==> src/sv/sorted_ring_priority_queue_defines.svh <==
// Assertion macros shared by the sorted ring priority queue RTL.
`ifndef SORTED_RING_PRIORITY_QUEUE_DEFINES_SVH
`define SORTED_RING_PRIORITY_QUEUE_DEFINES_SVH

`ifndef SYNTHESIS
// Antecedent on a clock edge implies consequent on the same edge.
`define SRPQ_ASSERT_IMPLY(lbl, clk, rst_n, ante, cons) \
  lbl: assert property (@(posedge clk) disable iff (!rst_n) (ante) |-> (cons)) \
    else $error("srpq: implication check failed");
// Expression never holds on a clock edge.
`define SRPQ_ASSERT_NEVER(lbl, clk, rst_n, expr) \
  lbl: assert property (@(posedge clk) disable iff (!rst_n) !(expr)) \
    else $error("srpq: forbidden condition seen");
`else
`define SRPQ_ASSERT_IMPLY(lbl, clk, rst_n, ante, cons)
`define SRPQ_ASSERT_NEVER(lbl, clk, rst_n, expr)
`endif

`endif

==> src/sv/srpq_pkg.sv <==
// Shared types and constants of the sorted ring priority queue.
`timescale 1ns / 1ps
package srpq_pkg;

  localparam int KEY_W        = 32;
  localparam int OCC_W        = 5;
  localparam int CAPACITY_DEF = 16;

  // Input operation codes.
  localparam logic OP_INSERT = 1'b0;
  localparam logic OP_REMOVE = 1'b1;

  typedef enum logic [1:0] {
    ST_IDLE,
    ST_SHIFT,
    ST_PLACE,
    ST_POP
  } state_e;

  // Kind of result to post at the end of a request.
  typedef enum logic [2:0] {
    RES_NONE,
    RES_INS,
    RES_REJ,
    RES_REM,
    RES_EMPTY
  } res_kind_e;

  typedef struct packed {
    logic      accept;       // capture key and tail slot
    logic      rd_tail_prev; // read slot before the tail
    logic      rd_head;      // read head slot
    logic      rd_walk;      // read slot before the predecessor
    logic      wr_shift;     // move predecessor key up one slot
    logic      wr_key;       // write the new key at the hole
    res_kind_e result;       // finish the request with this result
  } cmd_t;

  typedef struct packed {
    logic full;
    logic empty;
    logic key_less;      // new key strictly below its predecessor
    logic prev_is_head;  // predecessor slot is the head slot
  } status_t;

endpackage

==> src/sv/srpq_ctrl.sv <==
// Request sequencer of the sorted ring priority queue.
`timescale 1ns / 1ps
module srpq_ctrl (
  input  logic             clk_i,
  input  logic             rst_ni,
  input  logic             start_i,
  input  logic             op_i,
  input  srpq_pkg::status_t status_i,
  output srpq_pkg::cmd_t   cmd_o,
  output logic             busy_o
);

  srpq_pkg::state_e state_q, state_d;

  // State register.
  always_ff @(posedge clk_i or negedge rst_ni) begin
    if (!rst_ni) begin
      state_q <= srpq_pkg::ST_IDLE;
    end else begin
      state_q <= state_d;
    end
  end

  // Next state and commands.
  always_comb begin
    state_d = state_q;
    cmd_o   = '0;
    cmd_o.result = srpq_pkg::RES_NONE;
    case (state_q)
      srpq_pkg::ST_IDLE: begin
        if (start_i) begin
          if (op_i == srpq_pkg::OP_INSERT) begin
            if (status_i.full) begin
              cmd_o.result = srpq_pkg::RES_REJ;
            end else if (status_i.empty) begin
              cmd_o.accept = 1'b1;
              state_d      = srpq_pkg::ST_PLACE;
            end else begin
              cmd_o.accept       = 1'b1;
              cmd_o.rd_tail_prev = 1'b1;
              state_d            = srpq_pkg::ST_SHIFT;
            end
          end else begin
            if (status_i.empty) begin
              cmd_o.result = srpq_pkg::RES_EMPTY;
            end else begin
              cmd_o.rd_head = 1'b1;
              state_d       = srpq_pkg::ST_POP;
            end
          end
        end
      end
      srpq_pkg::ST_SHIFT: begin
        // Compare against the predecessor; shift it up or drop the key in.
        if (status_i.key_less) begin
          cmd_o.wr_shift = 1'b1;
          if (status_i.prev_is_head) begin
            state_d = srpq_pkg::ST_PLACE;
          end else begin
            cmd_o.rd_walk = 1'b1;
          end
        end else begin
          cmd_o.wr_key = 1'b1;
          cmd_o.result = srpq_pkg::RES_INS;
          state_d      = srpq_pkg::ST_IDLE;
        end
      end
      srpq_pkg::ST_PLACE: begin
        cmd_o.wr_key = 1'b1;
        cmd_o.result = srpq_pkg::RES_INS;
        state_d      = srpq_pkg::ST_IDLE;
      end
      srpq_pkg::ST_POP: begin
        cmd_o.result = srpq_pkg::RES_REM;
        state_d      = srpq_pkg::ST_IDLE;
      end
      default: begin
        state_d = srpq_pkg::ST_IDLE;
      end
    endcase
  end

  assign busy_o = (state_q != srpq_pkg::ST_IDLE);

endmodule

==> src/sv/srpq_dpath.sv <==
// Key store, ring pointers and result registers of the sorted ring priority queue.
`timescale 1ns / 1ps
module srpq_dpath #(
  parameter int CAPACITY = srpq_pkg::CAPACITY_DEF
) (
  input  logic                        clk_i,
  input  logic                        rst_ni,
  input  logic [srpq_pkg::KEY_W-1:0]  key_in_i,
  input  srpq_pkg::cmd_t              cmd_i,
  output srpq_pkg::status_t           status_o,
  output logic                        done_o,
  output logic [srpq_pkg::KEY_W-1:0]  key_out_o,
  output logic                        removed_valid_o,
  output logic                        insert_rejected_o,
  output logic [srpq_pkg::OCC_W-1:0]  occupancy_o
);

  localparam int IDX_W = (CAPACITY > 1) ? $clog2(CAPACITY) : 1;
  localparam int CNT_W = $clog2(CAPACITY + 1);
  localparam logic [IDX_W-1:0] LAST_IDX = IDX_W'(CAPACITY - 1);
  localparam logic [IDX_W:0]   CAP_EXT  = (IDX_W + 1)'(CAPACITY);

  logic [srpq_pkg::KEY_W-1:0] mem_q [CAPACITY];
  logic [srpq_pkg::KEY_W-1:0] rd_q;
  logic [IDX_W-1:0]           rd_addr;

  logic [IDX_W-1:0]           head_q, head_d;
  logic [CNT_W-1:0]           count_q, count_d;
  logic [IDX_W-1:0]           pos_q;
  logic [srpq_pkg::KEY_W-1:0] key_q;

  logic [IDX_W:0]             tail_sum;
  logic [IDX_W-1:0]           tail;
  logic [IDX_W-1:0]           tail_prev;
  logic [IDX_W-1:0]           prev;
  logic [IDX_W-1:0]           prev_prev;

  logic                        done_q;
  logic [srpq_pkg::KEY_W-1:0]  key_out_q;
  logic                        removed_q;
  logic                        rejected_q;
  logic [srpq_pkg::OCC_W-1:0]  occ_q;

  // Ring slot arithmetic.
  assign tail_sum  = (IDX_W + 1)'(head_q) + (IDX_W + 1)'(count_q);
  assign tail      = (tail_sum >= CAP_EXT) ? IDX_W'(tail_sum - CAP_EXT) : IDX_W'(tail_sum);
  assign tail_prev = (tail == '0) ? LAST_IDX : tail - IDX_W'(1);
  assign prev      = (pos_q == '0) ? LAST_IDX : pos_q - IDX_W'(1);
  assign prev_prev = (prev == '0) ? LAST_IDX : prev - IDX_W'(1);

  // Status to the sequencer.
  assign status_o.full         = (count_q >= CNT_W'(CAPACITY));
  assign status_o.empty        = (count_q == '0);
  assign status_o.key_less     = (key_q < rd_q);
  assign status_o.prev_is_head = (prev == head_q);

  // Select the read slot.
  always_comb begin
    rd_addr = pos_q;
    if (cmd_i.rd_head) begin
      rd_addr = head_q;
    end else if (cmd_i.rd_tail_prev) begin
      rd_addr = tail_prev;
    end else if (cmd_i.rd_walk) begin
      rd_addr = prev_prev;
    end
  end

  // Key store: one write, one registered read.
  always_ff @(posedge clk_i) begin
    if (cmd_i.wr_shift) begin
      mem_q[pos_q] <= rd_q;
    end else if (cmd_i.wr_key) begin
      mem_q[pos_q] <= key_q;
    end
  end

  always_ff @(posedge clk_i) begin
    rd_q <= mem_q[rd_addr];
  end

  // Hold the new key and walk the hole toward the head.
  always_ff @(posedge clk_i) begin
    if (cmd_i.accept) begin
      key_q <= key_in_i;
      pos_q <= tail;
    end else if (cmd_i.wr_shift) begin
      pos_q <= prev;
    end
  end

  // Ring pointer updates.
  always_comb begin
    head_d  = head_q;
    count_d = count_q;
    case (cmd_i.result)
      srpq_pkg::RES_INS: begin
        count_d = count_q + CNT_W'(1);
      end
      srpq_pkg::RES_REM: begin
        head_d  = (head_q == LAST_IDX) ? '0 : head_q + IDX_W'(1);
        count_d = count_q - CNT_W'(1);
      end
      default: begin
      end
    endcase
  end

  always_ff @(posedge clk_i or negedge rst_ni) begin
    if (!rst_ni) begin
      head_q  <= '0;
      count_q <= '0;
      done_q  <= 1'b0;
    end else begin
      head_q  <= head_d;
      count_q <= count_d;
      done_q  <= (cmd_i.result != srpq_pkg::RES_NONE);
    end
  end

  // Result registers, loaded when a request finishes and held until the next result.
  always_ff @(posedge clk_i) begin
    if (cmd_i.result != srpq_pkg::RES_NONE) begin
      key_out_q  <= (cmd_i.result == srpq_pkg::RES_REM) ? rd_q : '0;
      removed_q  <= (cmd_i.result == srpq_pkg::RES_REM);
      rejected_q <= (cmd_i.result == srpq_pkg::RES_REJ);
      occ_q      <= srpq_pkg::OCC_W'(count_d);
    end
  end

  assign done_o            = done_q;
  assign key_out_o         = key_out_q;
  assign removed_valid_o   = removed_q;
  assign insert_rejected_o = rejected_q;
  assign occupancy_o       = occ_q;

endmodule

==> src/sv/sorted_ring_priority_queue.sv <==
// Top level of the sorted ring priority queue.
// Usage: drive start with op_i (0 insert key_in_i, 1 remove smallest key)
// while busy is low; the request is taken at that clock edge.
// Every request yields one result: done_o pulses for one cycle with key_out_o,
// removed_valid_o, insert_rejected_o and occupancy_o valid in that cycle.
// The receiver cannot stall; results must be captured in the done_o cycle.
// Keys are held ascending from head to tail in a ring store; equal keys leave
// in arrival order.
// From request to done_o: an insert into a full queue or a remove from an empty
// one is answered straight from idle; a remove first reads the head slot; an
// insert moves each strictly larger key up one slot, walking toward the head,
// then writes the new key, as the store has a single read and write port.
// A new request can be taken in the done_o cycle.
// Reset empties the queue (head and count cleared); store contents are left
// as they are and are only read once written.
// Occupancy is reported modulo 32.
`timescale 1ns / 1ps
`include "sorted_ring_priority_queue_defines.svh"
module sorted_ring_priority_queue #(
  parameter int CAPACITY = srpq_pkg::CAPACITY_DEF
) (
  input  logic                        clk_i,
  input  logic                        rst_ni,
  input  logic                        start,
  output logic                        busy,
  input  logic                        op_i,
  input  logic [srpq_pkg::KEY_W-1:0]  key_in_i,
  output logic                        done_o,
  output logic [srpq_pkg::KEY_W-1:0]  key_out_o,
  output logic                        removed_valid_o,
  output logic                        insert_rejected_o,
  output logic [srpq_pkg::OCC_W-1:0]  occupancy_o
);

  srpq_pkg::cmd_t    cmd;
  srpq_pkg::status_t status;

  // Sequencer.
  srpq_ctrl u_ctrl (
    .clk_i    (clk_i),
    .rst_ni   (rst_ni),
    .start_i  (start),
    .op_i     (op_i),
    .status_i (status),
    .cmd_o    (cmd),
    .busy_o   (busy)
  );

  // Store and result path.
  srpq_dpath #(
    .CAPACITY (CAPACITY)
  ) u_dpath (
    .clk_i             (clk_i),
    .rst_ni            (rst_ni),
    .key_in_i          (key_in_i),
    .cmd_i             (cmd),
    .status_o          (status),
    .done_o            (done_o),
    .key_out_o         (key_out_o),
    .removed_valid_o   (removed_valid_o),
    .insert_rejected_o (insert_rejected_o),
    .occupancy_o       (occupancy_o)
  );

  // Checks.
  `SRPQ_ASSERT_NEVER(a_busy_no_done, clk_i, rst_ni, busy && done_o)
  `SRPQ_ASSERT_NEVER(a_flags_excl, clk_i, rst_ni, done_o && removed_valid_o && insert_rejected_o)
  `SRPQ_ASSERT_IMPLY(a_zero_key, clk_i, rst_ni, done_o && !removed_valid_o, key_out_o == '0)

endmodule

==> config.mk <==
export PLATFORM = sky130hd
export DESIGN_NAME = sorted_ring_priority_queue
export DESIGN_NICKNAME = d
export VERILOG_FILES = /design/src/sv/srpq_pkg.sv /design/src/sv/srpq_ctrl.sv /design/src/sv/srpq_dpath.sv /design/src/sv/sorted_ring_priority_queue.sv
export VERILOG_INCLUDE_DIRS = /design/src /design/src/sv
export SDC_FILE = /design/constraint.sdc
export NUM_CORES = 1
export LEC_CHECK = 0
export BUFFER_PORTS_ARGS = -buffer_cell sky130_fd_sc_hd__buf_2
export CAP_MARGIN = 20
export CELL_PAD_IN_SITES_DETAIL_PLACEMENT = 1
export CELL_PAD_IN_SITES_GLOBAL_PLACEMENT = 2
export CORE_MARGIN = 4
export CORE_UTILIZATION = 40
export DETAILED_ROUTE_END_ITERATION = 6
export GPL_ROUTABILITY_DRIVEN = 0
export HOLD_SLACK_MARGIN = 0.06
export PLACE_DENSITY_LB_ADDON = 0.1
export SETUP_SLACK_MARGIN = 0.15
export SKIP_LAST_GASP = 1
export SYNTH_ARGS = -nofsm -noshare
export SYNTH_HDL_FRONTEND = slang
export SYNTH_SLANG_ARGS = --single-unit
==> constraint.sdc <==
create_clock -name clk_i -period 6.3 [get_ports clk_i]
set_input_delay 0 -clock clk_i [delete_from_list [all_inputs] [get_ports clk_i]]
set_output_delay 0 -clock clk_i [all_outputs]
set_load 0.02 [all_outputs]
==> impl_metrics.env <==
export IMPL_cp_start_kind="flop"
export IMPL_ys_types=58
export IMPL_holdCritStartpoint="key_in_i[5]"
export IMPL_placeableCoreArea_um2=61940
export IMPL_synth_net_count=1338
export IMPL_clk_pin_slew_ps=60
export IMPL_yosys_area_share_adder_pct=2.447
export IMPL_cellLeakagePower_uw=0.01008
export IMPL_slew_headroom_pct=34.65
export IMPL_synthXorXnorAreaFrac_pct=0.7312
export IMPL_finalSetupViolations=0
export IMPL_rows=91
export IMPL_crit_path_max_fanout=17
export IMPL_clk_path_buf_depth=3
export IMPL_drv_cap=0
export IMPL_final_cell_mix="edfxtp_1, mux4_2, mux2i_1, buf_2, clkbuf_16"
export IMPL_cts_tree="done"
export IMPL_io_pin_count=77
export IMPL_die_w_um=258.8
export IMPL_clk_latency_ps=610
export IMPL_final_util_pct=47.40
export IMPL_wl_per_cell_um=26.87
export IMPL_crit_required_ps=6600
export IMPL_status="finished clean"
export IMPL_layout_min_cycle_time_ps=4977
export IMPL_synth_compound_gate_area_share_pct=1.681
export IMPL_initial_utilization_pct=40.61
export IMPL_post_cts_buffers=0
export IMPL_powerDensity_nw_per_um2=562.9
export IMPL_ys_seq_area_share_pct=73.81
export IMPL_end_kind="flop"
export IMPL_fin_setup_tns_ps=0
export IMPL_synth_ff_type="edfxtp_1"
export IMPL_track_usage_pct=18.85
export IMPL_hpwlAfterDp_mm=32.89
export IMPL_ys_async_sr_fraction_pct=1.902
export IMPL_dr_total_vias=12313
export IMPL_drc_errors=0
export IMPL_dr_pass1_iters=4
export IMPL_die_height_um=258.8
export IMPL_area_growth_synth_to_final_pct=16.71
export IMPL_crit_type="reg2reg"
export IMPL_cp_arrival_ps=5280
export IMPL_yosys_area_share_simple_pct=2.651
export IMPL_grt_pass1_vias=13373
export IMPL_hold_violations=0
export IMPL_drive_gt1_share_pct=27.01
export IMPL_cp_startpoint="u_dpath.key_q[15]$_DFFE_PP_"
export IMPL_wl_mm=62.21
export IMPL_antenna_found_initial=1
export IMPL_htreeDepth=3
export IMPL_synth_top_family_by_area="multiplexers"
export IMPL_skew_ps=28.51
export IMPL_worstMarginPinSlew_ps=976.6
export IMPL_worstReg2RegStart="u_dpath.key_q[15]$_DFFE_PP_"
export IMPL_synth_edff_count=587
export IMPL_die_area_um2=66960
export IMPL_layout_nets=1504
export IMPL_antenna_left=0
export IMPL_drt_initial_drc_count=844
export IMPL_grt_pass1_wl_mm=91.50
export IMPL_cts_buffers=70
export IMPL_irDropWorstVdd_uv=375.7
export IMPL_grt_max_degree=64
export IMPL_yosys_warnings=0
export IMPL_fillCellCount=5764
export IMPL_overflow=0
export IMPL_max_freq_ghz=0.2009
export IMPL_io_buffers=76
export IMPL_via_per_inst=5.319
export IMPL_syn_inst=1254
export IMPL_cts_root_buf="clkbuf_16"
export IMPL_placed_cells=2148
export IMPL_rsz0062_at_grt="no"
export IMPL_syn_mean_instance_area_um2=20.06
export IMPL_clock_sinks=631
export IMPL_ys_ff_latch=631
export IMPL_layout_commonest_cell="edfxtp_1"
export IMPL_netlist_top_cells_area="edfxtp_1, mux4_2, mux2i_1"
export IMPL_hp_class="in2reg"
export IMPL_yosysTopAreaCell="edfxtp_1"
export IMPL_synth_area_mux_share_pct=16.71
export IMPL_stdcell_count=2315
export IMPL_synth_top_area_share_pct=70.07
export IMPL_fin_crit_sh_pct=79.01
export IMPL_synthesis_area_um2=25160
export IMPL_slew_violations=0
-- metal layers --
layer	global-route usage [%]	part of all wire [%]	vias up
li1	-	-	5366
met1	26.30	45	6625
met3	3.078	4.2	75
met5	0	0	-
met2	31.70	49	247
met4	3.883	1.7	0
-- cell type report --
class	count	area [µm²]	area share (%)
Clock buffer	100	2031	6.917
Clock inverter	29	255.2	0.8694
Antenna cell	1	2.502	0.008524
Inverter	47	176.4	0.6009
Multi-Input combinational cell	525	6237	21.25
Sequential cell	631	18570	63.25
Timing Repair Buffer	145	1041	3.546
Tap cell	837	1047	3.567
-- worst max-delay path, cell delays in order, from the launching register on --
cell	delay, ps
edfxtp_1	410
ha_1	350
nand4_1	150
nor3_1	690
o2111ai_1	420
a311oi_2	640
nor2_1	80
inv_1	100
a21oi_1	280
nor2_4	670
buf_4	380
mux2_2	490
-- report_power, final --
group / switching (µW) / internal [µW]
sequential: 279 / 6050
clock: 1620 / 2410
combinational: 3660 / 2510
total: 5550 / 11000
-- through the flow --
stage	setup WS, ps	cell area, µm²	hold WS [ps]	power (µW)
2_1_floorplan	1774	25160	-295.6	10840
3_3_place_gp	1154	26700	-85.84	12640
3_5_place_dp	1085	26700	-80.90	12730
4_1_cts	1090	29360	72.39	16810
5_1_grt	882.3	29360	84.51	17470
6_report	1323	29360	110.9	16520
-- kinds of logic (layout without fill, tap and decap cells) --
| kind of cell | count (synthesis) | in the layout |
|---|---|---|
| flops | 631 | 631 |
| mux | 256 | 256 |
| simple gates | 139 | 139 |
| buf+inv | 98 | 321 |
| compound gates | 61 | 61 |
| fa+ha+maj | 48 | 48 |
| xor+xnor | 21 | 21 |
| other cells | 0 | 1 |
-- synth_stat cells (7+ instances only) --
master and n:
a21oi_1 20, buf_2 17, buf_4 12, buf_6 8
clkbuf_1 11, dfrtp_1 12, dfxtp_1 32, edfxtp_1 587
ha_1 46, inv_1 46, mux2_2 32, mux2i_1 96
mux4_2 128, nand2_1 33, nand2b_1 7, nor2_1 62
nor3_1 9, o21ai_0 16, xnor2_1 13, xor2_1 8
-- sequential cells by signal, summed over array words and instances, names as in the netlist --
register and flops:
u_dpath.mem_q 512, u_dpath.key_out_o 32, u_dpath.key_q 32, u_dpath.rd_q 32, u_dpath.count_q 5, u_dpath.occupancy_o 5, u_dpath.head_q 4, u_dpath.pos_q 4
u_ctrl.state_q 2, u_dpath.done_o 1, u_dpath.insert_rejected_o 1, u_dpath.removed_valid_o 1
-- final timing paths --
path	to	slack (ps)	cells past startpoint
worst max-delay path	u_dpath.mem_q[3][9]$_DFFE_PP_	1320	11
worst min-delay path	u_dpath.key_q[5]$_DFFE_PP_	110	2
worst max register to register	u_dpath.mem_q[3][9]$_DFFE_PP_	1320	11
worst min register to register	u_dpath.count_q[4]$_DFF_PN0_	590	1
max in group asynchronous	u_ctrl.state_q[1]$_DFFE_PN0P_	5360	3
min in group asynchronous	u_dpath.count_q[3]$_DFF_PN0_	520	3
-- repair_timing --
action	in CTS	in global routing
endpoints found under the hold margin	47	0
hold buffers	37	0
gates resized for setup	0	0
(Power assumes the default switching activity.)
